**config.mk**
```make
export PLATFORM = sky130hd
export DESIGN_NAME = letter_frequency_ranker
export DESIGN_NICKNAME = d
export VERILOG_FILES = /design/src/rtl/lfr_pkg.sv /design/src/rtl/letter_frequency_ranker.sv /design/src/rtl/lfr_front.sv /design/src/rtl/lfr_fifo.sv /design/src/rtl/lfr_back.sv
export SDC_FILE = /design/constraint.sdc
export NUM_CORES = 2
export LEC_CHECK = 0
export BUFFER_PORTS_ARGS = -buffer_cell sky130_fd_sc_hd__buf_2
export CORE_MARGIN = 8
export CORE_UTILIZATION = 61
export CTS_CLUSTER_SIZE = 20
export DETAILED_ROUTE_END_ITERATION = 7
export PLACE_DENSITY = 0.78
export SLEW_MARGIN = 20
export SYNTH_ARGS = -nofsm -noshare
export SYNTH_HDL_FRONTEND = slang
export SYNTH_SLANG_ARGS = --single-unit
```
**constraint.sdc**
```tcl
create_clock -name clk -period 22.1 [get_ports clk]
set_input_delay 3.315 -clock clk [delete_from_list [all_inputs] [get_ports clk]]
set_output_delay 3.315 -clock clk [all_outputs]
set_load 0.02 [all_outputs]
```
**src/rtl/lfr_pkg.sv**
```systemverilog
// ----------------------------------------------------------------------------
// lfr_pkg
// Shared constants, types and helper functions of the letter frequency ranker.
// ----------------------------------------------------------------------------
package lfr_pkg;

    localparam int NUM_LETTERS = 29;
    localparam int COUNT_BITS  = 32;
    localparam int ALPHA_SIZE  = 29;
    localparam int OUT_BITS    = 32;
    localparam int LIM_LETTERS = (NUM_LETTERS < ALPHA_SIZE) ? NUM_LETTERS : ALPHA_SIZE;
    localparam int IDX_W       = (NUM_LETTERS > 1) ? $clog2(NUM_LETTERS) : 1;
    localparam int FIFO_DEPTH  = 4;
    localparam int FIFO_PTR_W  = $clog2(FIFO_DEPTH);
    localparam int TDATA_IN_W  = 8;
    localparam int TDATA_OUT_W = 80;
    localparam int CFG_ADDR_W  = 3;

    localparam logic CFG_IDX_FOLD = 1'b0;

    typedef logic [COUNT_BITS-1:0] count_t;
    typedef logic [IDX_W-1:0]      idx_t;

    localparam count_t COUNT_MAX = '1;

    typedef struct packed {
        logic last;
        logic hit;
        idx_t idx;
    } item_t;

    typedef enum logic [1:0] {
        ST_COUNT,
        ST_WALK,
        ST_REPORT
    } back_state_t;

    localparam logic [7:0] ALPHA_CODES [ALPHA_SIZE] = '{
        8'h41, 8'h42, 8'h43, 8'hC7, 8'h44, 8'h45, 8'h46, 8'h47, 8'hD0, 8'h48,
        8'h49, 8'hDD, 8'h4A, 8'h4B, 8'h4C, 8'h4D, 8'h4E, 8'h4F, 8'hD6, 8'h50,
        8'h52, 8'h53, 8'hDE, 8'h54, 8'h55, 8'hDC, 8'h56, 8'h59, 8'h5A
    };

    localparam logic [7:0] CH_LOWER_A     = 8'h61;
    localparam logic [7:0] CH_LOWER_Z     = 8'h7A;
    localparam logic [7:0] CH_LOWER_I     = 8'h69;
    localparam logic [7:0] CH_CAP_I       = 8'h49;
    localparam logic [7:0] CH_CAP_DOT_I   = 8'hDD;
    localparam logic [7:0] CH_DOTLESS_I   = 8'hFD;
    localparam logic [7:0] CH_LOW_C_CED   = 8'hE7;
    localparam logic [7:0] CH_CAP_C_CED   = 8'hC7;
    localparam logic [7:0] CH_LOW_G_BRV   = 8'hF0;
    localparam logic [7:0] CH_CAP_G_BRV   = 8'hD0;
    localparam logic [7:0] CH_LOW_O_UML   = 8'hF6;
    localparam logic [7:0] CH_CAP_O_UML   = 8'hD6;
    localparam logic [7:0] CH_LOW_S_CED   = 8'hFE;
    localparam logic [7:0] CH_CAP_S_CED   = 8'hDE;
    localparam logic [7:0] CH_LOW_U_UML   = 8'hFC;
    localparam logic [7:0] CH_CAP_U_UML   = 8'hDC;
    localparam logic [7:0] CASE_OFFSET    = 8'h20;

    function automatic logic [7:0] fold_byte(input logic [7:0] b, input logic turkish);
        logic [7:0] r;
        r = b;
        if (b >= CH_LOWER_A && b <= CH_LOWER_Z)
        begin
            if (turkish && b == CH_LOWER_I)
                r = CH_CAP_DOT_I;
            else
                r = b - CASE_OFFSET;
        end
        else if (turkish)
        begin
            case (b)
                CH_DOTLESS_I: r = CH_CAP_I;
                CH_LOW_C_CED: r = CH_CAP_C_CED;
                CH_LOW_G_BRV: r = CH_CAP_G_BRV;
                CH_LOW_O_UML: r = CH_CAP_O_UML;
                CH_LOW_S_CED: r = CH_CAP_S_CED;
                CH_LOW_U_UML: r = CH_CAP_U_UML;
                default:      r = b;
            endcase
        end
        return r;
    endfunction

    // Bins beyond the alphabet report a zero code
    function automatic logic [7:0] letter_code_of(input idx_t idx);
        logic [7:0] r;
        r = 8'h00;
        for (int k = 0; k < ALPHA_SIZE; k++)
        begin
            if (32'(idx) == k)
                r = ALPHA_CODES[k];
        end
        return r;
    endfunction

endpackage

```
**src/rtl/letter_frequency_ranker.sv**
```systemverilog
// ----------------------------------------------------------------------------
// letter_frequency_ranker
// Turkish letter histogram over Windows-1254 text with a ranked report.
// ----------------------------------------------------------------------------
//  channel  | direction | payload
//  ---------+-----------+-------------------------------------------------
//  s_axis   | in        | tdata: char_byte; tlast: end_of_text
//  m_axis   | out       | tdata: code, index, count, total, saturated; tlast
//  apb      | in/out    | reg 0 at 0x0: turkish_case_fold
//
//  Counting: a byte a cycle between reports, set by the single bin update port.
//  A report walks every bin, then sends NUM_LETTERS output transactions.
//  Input still fills the four-entry queue while the report runs.
//  Reset clears bins, flags and queue at once; no clearing pass.
//  Either side may stall freely; the output register holds until taken.
// ----------------------------------------------------------------------------
module letter_frequency_ranker (
    input  logic                              clk,
    input  logic                              rst_n,
    input  logic                              psel,
    input  logic                              penable,
    input  logic                              pwrite,
    input  logic [lfr_pkg::CFG_ADDR_W-1:0]    paddr,
    input  logic [31:0]                       pwdata,
    output logic [31:0]                       prdata,
    output logic                              pready,
    input  logic                              s_tvalid,
    output logic                              s_tready,
    input  logic [lfr_pkg::TDATA_IN_W-1:0]    s_tdata,  // [7:0] char_byte
    input  logic                              s_tlast,
    output logic                              m_tvalid,
    input  logic                              m_tready,
    // [7:0] letter_code, [12:8] letter_index, [44:13] letter_count,
    // [76:45] total_count, [77] count_saturated, [79:78] zero
    output logic [lfr_pkg::TDATA_OUT_W-1:0]   m_tdata,
    output logic                              m_tlast
);
    import lfr_pkg::*;

    logic  fold_reg;
    item_t front_item;
    item_t queue_item;
    logic  queue_full;
    logic  queue_valid;
    logic  queue_pop;
    logic  reg_sel;

    assign pready   = 1'b1;
    assign reg_sel  = (paddr[2] == CFG_IDX_FOLD);
    assign prdata   = reg_sel ? {31'b0, fold_reg} : 32'b0;
    assign s_tready = !queue_full;

    always_ff @(posedge clk or negedge rst_n)
    begin
        if (!rst_n)
            fold_reg <= 1'b1;
        else if (psel && penable && pwrite && pready && reg_sel)
            fold_reg <= pwdata[0];
    end

    lfr_front u_front (
        .turkish_case_fold (fold_reg),
        .char_byte         (s_tdata),
        .end_of_text       (s_tlast),
        .item              (front_item)
    );

    lfr_fifo u_fifo (
        .clk       (clk),
        .rst_n     (rst_n),
        .push      (s_tvalid),
        .push_item (front_item),
        .full      (queue_full),
        .pop       (queue_pop),
        .pop_item  (queue_item),
        .not_empty (queue_valid)
    );

    lfr_back u_back (
        .clk        (clk),
        .rst_n      (rst_n),
        .item       (queue_item),
        .item_valid (queue_valid),
        .item_pop   (queue_pop),
        .m_tvalid   (m_tvalid),
        .m_tready   (m_tready),
        .m_tdata    (m_tdata),
        .m_tlast    (m_tlast)
    );

endmodule

```
**src/rtl/lfr_front.sv**
```systemverilog
// ----------------------------------------------------------------------------
// lfr_front
// Folds each byte to upper case and maps it to a letter bin, if it is one.
// ----------------------------------------------------------------------------
module lfr_front (
    input  logic              turkish_case_fold,
    input  logic [7:0]        char_byte,
    input  logic              end_of_text,
    output lfr_pkg::item_t    item
);
    import lfr_pkg::*;

    logic [7:0] folded;

    always_comb
    begin
        folded    = fold_byte(char_byte, turkish_case_fold);
        item.last = end_of_text;
        item.hit  = 1'b0;
        item.idx  = '0;
        for (int k = 0; k < LIM_LETTERS; k++)
        begin
            if (folded == ALPHA_CODES[k])
            begin
                item.hit = 1'b1;
                item.idx = IDX_W'(k);
            end
        end
    end

endmodule

```
**src/rtl/lfr_fifo.sv**
```systemverilog
// ----------------------------------------------------------------------------
// lfr_fifo
// Short queue of classified items between the front and back ends.
// ----------------------------------------------------------------------------
module lfr_fifo (
    input  logic              clk,
    input  logic              rst_n,
    input  logic              push,
    input  lfr_pkg::item_t    push_item,
    output logic              full,
    input  logic              pop,
    output lfr_pkg::item_t    pop_item,
    output logic              not_empty
);
    import lfr_pkg::*;

    item_t                 entry_reg [FIFO_DEPTH];
    logic [FIFO_PTR_W-1:0] wr_ptr_reg;
    logic [FIFO_PTR_W-1:0] rd_ptr_reg;
    logic [FIFO_PTR_W:0]   fill_reg;
    logic [FIFO_PTR_W:0]   fill_next;
    logic                  do_push;
    logic                  do_pop;

    assign full      = (fill_reg == (FIFO_PTR_W+1)'(FIFO_DEPTH));
    assign not_empty = (fill_reg != '0);
    assign do_push   = push && !full;
    assign do_pop    = pop && not_empty;
    assign pop_item  = entry_reg[rd_ptr_reg];

    always_comb
    begin
        fill_next = fill_reg;
        if (do_push && !do_pop)
            fill_next = fill_reg + 1'b1;
        else if (!do_push && do_pop)
            fill_next = fill_reg - 1'b1;
    end

    always_ff @(posedge clk or negedge rst_n)
    begin
        if (!rst_n)
        begin
            wr_ptr_reg <= '0;
            rd_ptr_reg <= '0;
            fill_reg   <= '0;
        end
        else
        begin
            fill_reg <= fill_next;
            if (do_push)
                wr_ptr_reg <= wr_ptr_reg + 1'b1;
            if (do_pop)
                rd_ptr_reg <= rd_ptr_reg + 1'b1;
        end
    end

    always_ff @(posedge clk)
    begin
        if (do_push)
            entry_reg[wr_ptr_reg] <= push_item;
    end

endmodule

```
**src/rtl/lfr_back.sv**
```systemverilog
// ----------------------------------------------------------------------------
// lfr_back
// Letter bins with saturating counts, rank walk and ranked report output.
// ----------------------------------------------------------------------------
module lfr_back (
    input  logic                          clk,
    input  logic                          rst_n,
    input  lfr_pkg::item_t                item,
    input  logic                          item_valid,
    output logic                          item_pop,
    output logic                          m_tvalid,
    input  logic                          m_tready,
    output logic [lfr_pkg::TDATA_OUT_W-1:0] m_tdata,
    output logic                          m_tlast
);
    import lfr_pkg::*;

    back_state_t state_reg;
    back_state_t state_next;

    count_t bins_reg [NUM_LETTERS];
    idx_t   rank_reg [NUM_LETTERS];
    count_t total_reg;
    logic   tot_sat_reg;
    logic   sat_seen_reg;
    idx_t   walk_reg;
    idx_t   pos_reg;

    logic                   m_tvalid_reg;
    logic [TDATA_OUT_W-1:0] m_tdata_reg;
    logic                   m_tlast_reg;

    idx_t                rd_idx;
    count_t              c_rd;
    idx_t                sel_idx;
    logic [COUNT_BITS:0] tot_sum;
    logic                walk_done;
    logic                rep_load;
    logic                rep_done;

    assign m_tvalid = m_tvalid_reg;
    assign m_tdata  = m_tdata_reg;
    assign m_tlast  = m_tlast_reg;

    always_comb
    begin
        sel_idx = '0;
        for (int i = 0; i < NUM_LETTERS; i++)
        begin
            if (rank_reg[i] == pos_reg)
                sel_idx = IDX_W'(i);
        end
    end

    // Shared read port into the bins; the walk's rank compare reads all bins
    always_comb
    begin
        case (state_reg)
            ST_COUNT:  rd_idx = item.idx;
            ST_WALK:   rd_idx = walk_reg;
            ST_REPORT: rd_idx = sel_idx;
            default:   rd_idx = '0;
        endcase
        c_rd = '0;
        if (32'(rd_idx) < NUM_LETTERS)
            c_rd = bins_reg[rd_idx];
    end

    assign tot_sum   = {1'b0, total_reg} + {1'b0, c_rd};
    assign walk_done = (walk_reg == IDX_W'(NUM_LETTERS - 1));
    assign rep_done  = (pos_reg == IDX_W'(NUM_LETTERS - 1));

    always_comb
    begin
        state_next = state_reg;
        item_pop   = 1'b0;
        rep_load   = 1'b0;
        case (state_reg)
            ST_COUNT:
            begin
                item_pop = item_valid;
                if (item_valid && item.last)
                    state_next = ST_WALK;
            end
            ST_WALK:
            begin
                if (walk_done)
                    state_next = ST_REPORT;
            end
            ST_REPORT:
            begin
                rep_load = !m_tvalid_reg || m_tready;
                if (rep_load && rep_done)
                    state_next = ST_COUNT;
            end
            default:
                state_next = ST_COUNT;
        endcase
    end

    always_ff @(posedge clk or negedge rst_n)
    begin
        if (!rst_n)
            state_reg <= ST_COUNT;
        else
            state_reg <= state_next;
    end

    always_ff @(posedge clk or negedge rst_n)
    begin
        if (!rst_n)
        begin
            for (int i = 0; i < NUM_LETTERS; i++)
            begin
                bins_reg[i] <= '0;
                rank_reg[i] <= '0;
            end
            total_reg    <= '0;
            tot_sat_reg  <= 1'b0;
            sat_seen_reg <= 1'b0;
            walk_reg     <= '0;
            pos_reg      <= '0;
            m_tvalid_reg <= 1'b0;
            m_tlast_reg  <= 1'b0;
        end
        else
        begin
            if (rep_load)
                m_tvalid_reg <= 1'b1;
            else if (m_tready)
                m_tvalid_reg <= 1'b0;
            case (state_reg)
                ST_COUNT:
                begin
                    if (item_valid)
                    begin
                        if (item.hit)
                        begin
                            if (c_rd == COUNT_MAX)
                                sat_seen_reg <= 1'b1;
                            else
                                bins_reg[item.idx] <= c_rd + 1'b1;
                        end
                        walk_reg  <= '0;
                        total_reg <= '0;
                    end
                end
                ST_WALK:
                begin
                    if (tot_sum[COUNT_BITS])
                    begin
                        total_reg   <= COUNT_MAX;
                        tot_sat_reg <= 1'b1;
                    end
                    else
                    begin
                        total_reg <= tot_sum[COUNT_BITS-1:0];
                    end
                    for (int i = 0; i < NUM_LETTERS; i++)
                    begin
                        if (c_rd > bins_reg[i] ||
                            (c_rd == bins_reg[i] && walk_reg < IDX_W'(i)))
                            rank_reg[i] <= rank_reg[i] + 1'b1;
                    end
                    walk_reg <= walk_reg + 1'b1;
                    pos_reg  <= '0;
                end
                ST_REPORT:
                begin
                    if (rep_load)
                    begin
                        m_tlast_reg  <= rep_done;
                        pos_reg      <= pos_reg + 1'b1;
                        if (rep_done)
                        begin
                            for (int i = 0; i < NUM_LETTERS; i++)
                            begin
                                bins_reg[i] <= '0;
                                rank_reg[i] <= '0;
                            end
                            total_reg    <= '0;
                            tot_sat_reg  <= 1'b0;
                            sat_seen_reg <= 1'b0;
                        end
                    end
                end
                default:
                begin
                end
            endcase
        end
    end

    always_ff @(posedge clk)
    begin
        if (rep_load)
            m_tdata_reg <= {2'b00,
                            sat_seen_reg | tot_sat_reg,
                            OUT_BITS'(total_reg),
                            OUT_BITS'(c_rd),
                            5'(sel_idx),
                            letter_code_of(sel_idx)};
    end

endmodule

```
# Word level (Yosys, flattened, before mapping)
# Memory sizes are Yosys's and may differ from the RTL's.
# Index checks and enable logic that the tools add are counted.
[op_classes]
add_sub_neg = 38
mux = 165
n_reduce_logical = 125
bitwise = 4
n_eq_ne = 166
magnitude_cmp = 64
[ops]
columns = ["op", "count"]
rows = [
  ["$mux W928", 5],
  ["$pmux W928 S2", 1],
  ["$bwmux W928", 1],
  ["$eq A32 B32 Y1", 29],
  ["$gt A32 B32 Y1", 29],
  ["$mux W145", 2],
  ["$mux W5", 58],
  ["$pmux W145 S2", 1],
  ["$mux W32", 8],
  ["$mux W8", 26],
  ["$eq A8 B7 Y1 const B", 24],
  ["$mux W6", 29],
  ["$bmux W32 S5", 1],
  ["$demux W32 S5", 1],
  ["$add A5 B1 Y5 const B", 31],
  ["$eq A5 B5 Y1", 28],
  ["$reduce_and A4 Y1", 31],
  ["$eq A8 B8 Y1 const B", 12],
  ["$pmux W32 S3", 1],
  ["$eq A5 B5 Y1 const B", 15],
  ["$ne A2 B1 Y1 const B", 37],
  ["$lt A5 B5 Y1 const B", 14],
  ["$pmux W8 S6", 1],
  ["$logic_and A1 B1 Y1", 41],
  ["48 further kinds", 136],
]
[totals]
ram_bits = 28
out_inout_bits = 116
register_bits = 1207
n_memories = 1
input_bits = 51
word_cells = 639
[mem_list]
columns = ["memory", "depth", "width", "rd", "rd_ports_with_merged_regs", "wr", "line", "text"]
rows = [
  ["u_fifo.entry_reg", 4, 7, 1, 0, 1, "lfr_fifo.sv:17", "item_t entry_reg [FIFO_DEPTH];"],
]

# Depth between registers and ports, before layout
[logic_depth]
word_depth = 58
depth_mapped = 42
mapped_depth_nobuf = 31

# Hierarchy
# From an unflattened synthesis, not the netlist that was laid out.
[hier_totals]
hier_cells = 8851
hier_area_um2 = 84547.3
[modules_own_cells]
columns = ["module", "area_each_um2", "cells_per_inst", "instances", "seq_area_each_um2"]
rows = [
  ["lfr_back", 81998.6, 8619, 1, 30239.0],
  ["lfr_fifo", 1428.9, 72, 1, 1016.0],
  ["lfr_front", 813.3, 121, 1, 0.0],
  ["letter_frequency_ranker", 306.5, 39, 1, 26.3],
]

# Worst setup path after synthesis
# No wires, ideal clock.
[synth_path]
path_type = "reg2reg"
from = "reg u_back.pos_reg[4]"
to = "reg u_back.total_reg[2]"
path_stages_with_launch = 38
synth_period_minus_slack_ns = 8.469
t_required_ns = 21.974
n_path_buf = 7
slack_ns = 13.631
arrival_time_ns = 8.343
setup_ns = 0.126
cell_sequence = "dfrtp_1 -> buf_6 -> buf_6 -> xnor2_2 -> nand3_1 -> nor3_2 -> o21bai_1 -> a2111o_1 -> a2111oi_4 -> nor2_4 -> buf_6 -> buf_6 -> buf_2 -> buf_2 -> mux2i_1 -> a32oi_1 -> a41o_1 -> o221ai_1 -> [2 not listed] -> inv_1 -> fa_1 -> nor2b_1 -> o21ai_0 -> a21boi_0 -> o21ai_0 -> a21boi_0 -> o21ai_0 -> nand2b_1 -> a211o_1 -> a21oi_1 -> o21ai_0 -> a41oi_1 -> a211o_1 -> a31o_2 -> o21ai_1 -> clkbuf_1 -> a221o_1"
[synth_between]
elab_chain_cells = 38
elab_cells_between_ends = 69
cone_classes = "1 x add/sub; 1 x order compare; 30 x eq/ne; 35 x mux; 1 x bitwise; 1 x reduce/logical"
[synth_lines]
columns = ["element", "line", "text"]
rows = [
  ["start: declaration", "lfr_back.sv:27", "idx_t pos_reg;"],
  ["start signal: assignment", "lfr_back.sv:173", "pos_reg <= pos_reg + 1'b1;"],
  ["$eq A5 B5 Y1", "lfr_back.sv:50", "if (rank_reg[i] == pos_reg)"],
  ["$mux W1", "lfr_back.sv:50", ""],
  ["$mux W5 (26 in series)", "lfr_back.sv:50", ""],
  ["$mux W5 *", "lfr_back.sv:50", ""],
  ["$pmux W5 S3 *", "lfr_back.sv:58", "case (state_reg)"],
  ["$not A5 Y6 (not written as such)", "lfr_back.sv:66", "c_rd = bins_reg[rd_idx];"],
  ["$bmux W32 S5", "lfr_back.sv:66", ""],
  ["$mux W32 (not written as such) (2 in series)", "lfr_back.sv:66", ""],
  ["$mux W32 *", "lfr_back.sv:65", "if (32'(rd_idx) < NUM_LETTERS)"],
  ["named net u_back.c_rd[0]", "lfr_back.sv:34", "count_t c_rd;"],
  ["$add A32 B32 Y33 *", "lfr_back.sv:69", "assign tot_sum = {1'b0, total_reg} + {1'b0, c_rd};"],
  ["$mux W32 *", "lfr_back.sv:150", "if (tot_sum[COUNT_BITS])"],
  ["$pmux W32 S3 *", "lfr_back.sv:132", "case (state_reg)"],
  ["end signal: assignment", "lfr_back.sv:157", "total_reg <= tot_sum[COUNT_BITS-1:0];"],
  ["end: declaration", "lfr_back.sv:23", "count_t total_reg;"],
]
# Mark *: on every way through the listed nets, which the timed path passes. The rest lies on a longest branch. The select of a mux whose other input is x is not followed.
# A chain may end at the register's enable or synchronous reset.

# Worst setup path in the final report
[layout_path]
from = "reg u_back.pos_reg[0]"
to = "reg u_back.rank_reg[58] (netlist name)"
[layout_between]
elab_chain_cells = 40
elab_cells_between_ends = 71
cone_classes = "2 x order compare; 32 x eq/ne; 33 x mux; 1 x bitwise; 3 x reduce/logical"
[layout_lines]
columns = ["element", "line", "text"]
rows = [
  ["$eq A5 B5 Y1", "lfr_back.sv:50", ""],
  ["$mux W1", "lfr_back.sv:50", ""],
  ["$mux W5 (26 in series)", "lfr_back.sv:50", ""],
  ["$mux W5 *", "lfr_back.sv:50", ""],
  ["$pmux W5 S3 *", "lfr_back.sv:58", ""],
  ["$not A5 Y6 (not written as such)", "lfr_back.sv:66", ""],
  ["$bmux W32 S5", "lfr_back.sv:66", ""],
  ["$mux W32 (not written as such) (2 in series)", "lfr_back.sv:66", ""],
  ["$mux W32 *", "lfr_back.sv:65", ""],
  ["named net u_back.c_rd[25]", "lfr_back.sv:34", ""],
  ["branches (longest 2 deep; another with $gt A32 B32 Y1)", "--", ""],
  ["$logic_or A1 B1 Y1 *", "lfr_back.sv:161", "if (c_rd > bins_reg[i] ||"],
  ["$ne A2 B1 Y1 (no source line) *", "--", ""],
  ["$reduce_and A4 Y1 (no source line) *", "--", ""],
  ["end signal: indexed assignment", "lfr_back.sv:163", "rank_reg[i] <= rank_reg[i] + 1'b1;"],
  ["end: declaration", "lfr_back.sv:22", "idx_t rank_reg [NUM_LETTERS];"],
]
# Mark *: on every way through the listed nets, which the timed path passes. The select of a mux whose other input is x is not followed.

==> impl_metrics.yaml <==
sta:
  relSlewSlack_pct: 2.33
  post-route-period-util_pct: 56.3
  drv_slew: 0
  tns_ns: 0
  rsz0062_at_grt: "no"
  fmax_mhz: 80.3
  final-hold-violation-count: 0
  worst_pin_slew_ns: 1.45
  min_period_ns: 12.45
  finClkSkew_ns: 0.0310
  setup_viol: 0
grt:
  grt_pass1_vias: 73339
  antenna_found_initial: 38
  grt_usage_pct: 45.5
  grt-ovfl-total: 0
  grt_max_degree: 245
  grt_pass1_wl_um: 507000
placement:
  numPortBuffers: 98
  place.gp.congestion: 1.08
  hpwl_um: 241000
die:
  ioPinCount: 167
  core_um2: 137000
  dieHeight_um: 388
  num_rows: 136
  die_w_um: 388
  die_area_um2: 151000
  start_util_pct: 61.5
route:
  vias_per_cell: 7.38
  drtAntennaViolNets: 0
  drt-total-wl_um: 356000
  via_count: 76642
  drc: 4
  drt_iter0_drc: 11946
  routedWlPerCell_um: 34.3
  first_pass_iters: 8
clock_network:
  cts_root_buffer: "clkbuf_16"
  clock-sinks: 1229
  clockBufferDepth: 3
  clk_pin_slew_worst_paths_ns: 0.06
  postCtsSetupRepairBufs: 0
  cts.repair.resized: 0
  ctsHoldBuffers: 0
  insertion_delay_ns: 0.82
  cts_buffers: 142
  htreeDepth: 4
  cts_tree: "done"
synth:
  yosysTopAreaCell: "dfrtp_1"
  synthesis.area_um2: 84500
  yosysTopAreaCellShare_pct: 33.2
  synth.distinct_cells: 105
  synthTopCellsByArea: "dfrtp_1 (33%), ha_1 (14%), a32o_1 (6.3%)"
  synth-edff-count: 105
  syn_inst: 8535
  synthTopCellsByCount: "dfrtp_1 (1123), ha_1 (966), inv_1 (943)"
  synth_most_common_cell: "dfrtp_1"
  seq_area_frac_synth_pct: 37.0
  ys_async_sr_fraction_pct: 91.5
  syn_area_per_cell_um2: 9.90
  yosys_register_bits: 1229
  synth_flop_cell: "dfrtp_1"
  yosysWarnings: 0
status:
  violations: "design-rule violations, max-capacitance violations"
  outcome: "finished with violations"
critical_path:
  cp-end-kind: "flip-flop"
  cp_slowest_stage_delay_ns: 1.11
  worstSetupPathType: "flip-flop to flip-flop"
  worstPathMaxFanout: 87
  worst_path_max_delay_cell: "clkinv_1"
  critical_path.startpoint_type: "flip-flop"
  cpMostUsedCell: "buf_4"
  cp_data_arrival_time_ns: 13.10
  crit_required_ns: 22.74
min_path:
  hold_class: "flip-flop to flip-flop"
finish:
  drive_gt1_share_pct: 9.57
  final_nets: 9479
  layout-area-overhead-vs-synth_pct: 8.39
  largest_register_ffs: 928
job:
  maxCapViolCount: 1
[critical path, delay by kind of cell (launching register included)]
kind	cells	cell delay (ns)
and+or+nand+nor	10	3.63
xor gates and xnor gates	2	0.31
buffers and inverters	6	3.32
DFF	1	0.73
adders and majority gates	1	0.37
AOI/OAI and AO/OA	8	3.59
[metrics by stage]
stage,cells,hold WS [ns],util (%),cell area (um^2),setup slack (ns)
2_1_floorplan,8569,0.442,-,84700,13.63
3_3_place_gp,10098,0.464,62.7,86200,10.62
3_5_place_dp,10098,0.466,62.7,86200,10.59
4_1_cts,10359,0.492,66.4,91200,10.54
5_1_grt,10373,0.496,66.6,91600,10.09
6_report,10392,0.490,66.6,91600,9.65
[cells in the final DEF (no fill, tap or decap), drive strengths merged, types with 37 or more instances in the layout]
| master | netlist | final |
|---|---|---|
| nor4 | 49 | 49 |
| o21ai | 341 | 341 |
| a32o | 535 | 535 |
| clkbuf | 258 | 199 |
| edfxtp | 105 | 105 |
| nand3 | 196 | 196 |
| nor3 | 104 | 104 |
| nand4 | 263 | 263 |
| buf | 356 | 360 |
| o211ai | 166 | 166 |
| xor2 | 160 | 160 |
| a221oi | 37 | 37 |
| a22o | 417 | 417 |
| mux2i | 174 | 174 |
| nand2 | 362 | 362 |
| dfrtp | 1123 | 1123 |
| o21a | 98 | 98 |
| nor2 | 310 | 310 |
| ha | 966 | 966 |
| a211oi | 53 | 53 |
| nor2b | 153 | 153 |
| a221o | 45 | 45 |
| xnor2 | 126 | 126 |
| o221ai | 41 | 41 |
| a21oi | 412 | 412 |
| clkinv | 1 | 48 |
| inv | 945 | 941 |
| nand2b | 125 | 125 |
| a21o | 162 | 162 |
[cell families after synthesis]
| group | after synthesis | share of synthesized area, % |
|---|---|---|
| buf+inv | 1560 | 8.53 |
| xor+xnor | 286 | 2.97 |
| flops | 1229 | 37.0 |
| other cells | 2 | 0.00888 |
| mux | 203 | 2.58 |
| compound gates | 2606 | 24.3 |
| simple gates | 1681 | 10.3 |
| fa+ha+maj | 968 | 14.3 |
[path summary, 6_finish.rpt]
kind / startpoint / to / slack [ns] / cells after the start
max: u_back.pos_reg[0] / u_back.rank_reg[58] / 9.65 / 27
min: u_back.bins_reg[766] / u_back.bins_reg[766] / 0.49 / 1
max reg2reg: u_back.pos_reg[0] / u_back.rank_reg[58] / 9.65 / 27
min reg2reg: u_back.bins_reg[766] / u_back.bins_reg[766] / 0.49 / 1
max in group asynchronous: rst_n / u_back.bins_reg[56] / 16.31 / 4
min in group asynchronous: rst_n / u_back.total_reg[11] / 2.53 / 1
[final cells by class]
cell class | count | area, um^2
inverter | 946 | 3550
antenna | 21 | 52.6
sequential | 1229 | 31300
multi-input combinational | 5780 | 46800
tap | 1794 | 2240
clock inverter | 63 | 945
timing repair buffer | 361 | 2690
clock buffer | 198 | 4060
fill | 10944 | 45900
[routing by layer]
| layer | wire, um | global-route usage (%) |
|---|---|---|
| met4 | 33000 | 34.1 |
| met2 | 142000 | 62.9 |
| met3 | 54000 | 20.2 |
| met5 | 276 | 0.893 |
| met1 | 127000 | 55.5 |
Power is left out: the tool's default activity adds up to more than one toggle a clock period on the data nets, which glitch-free logic cannot reach.
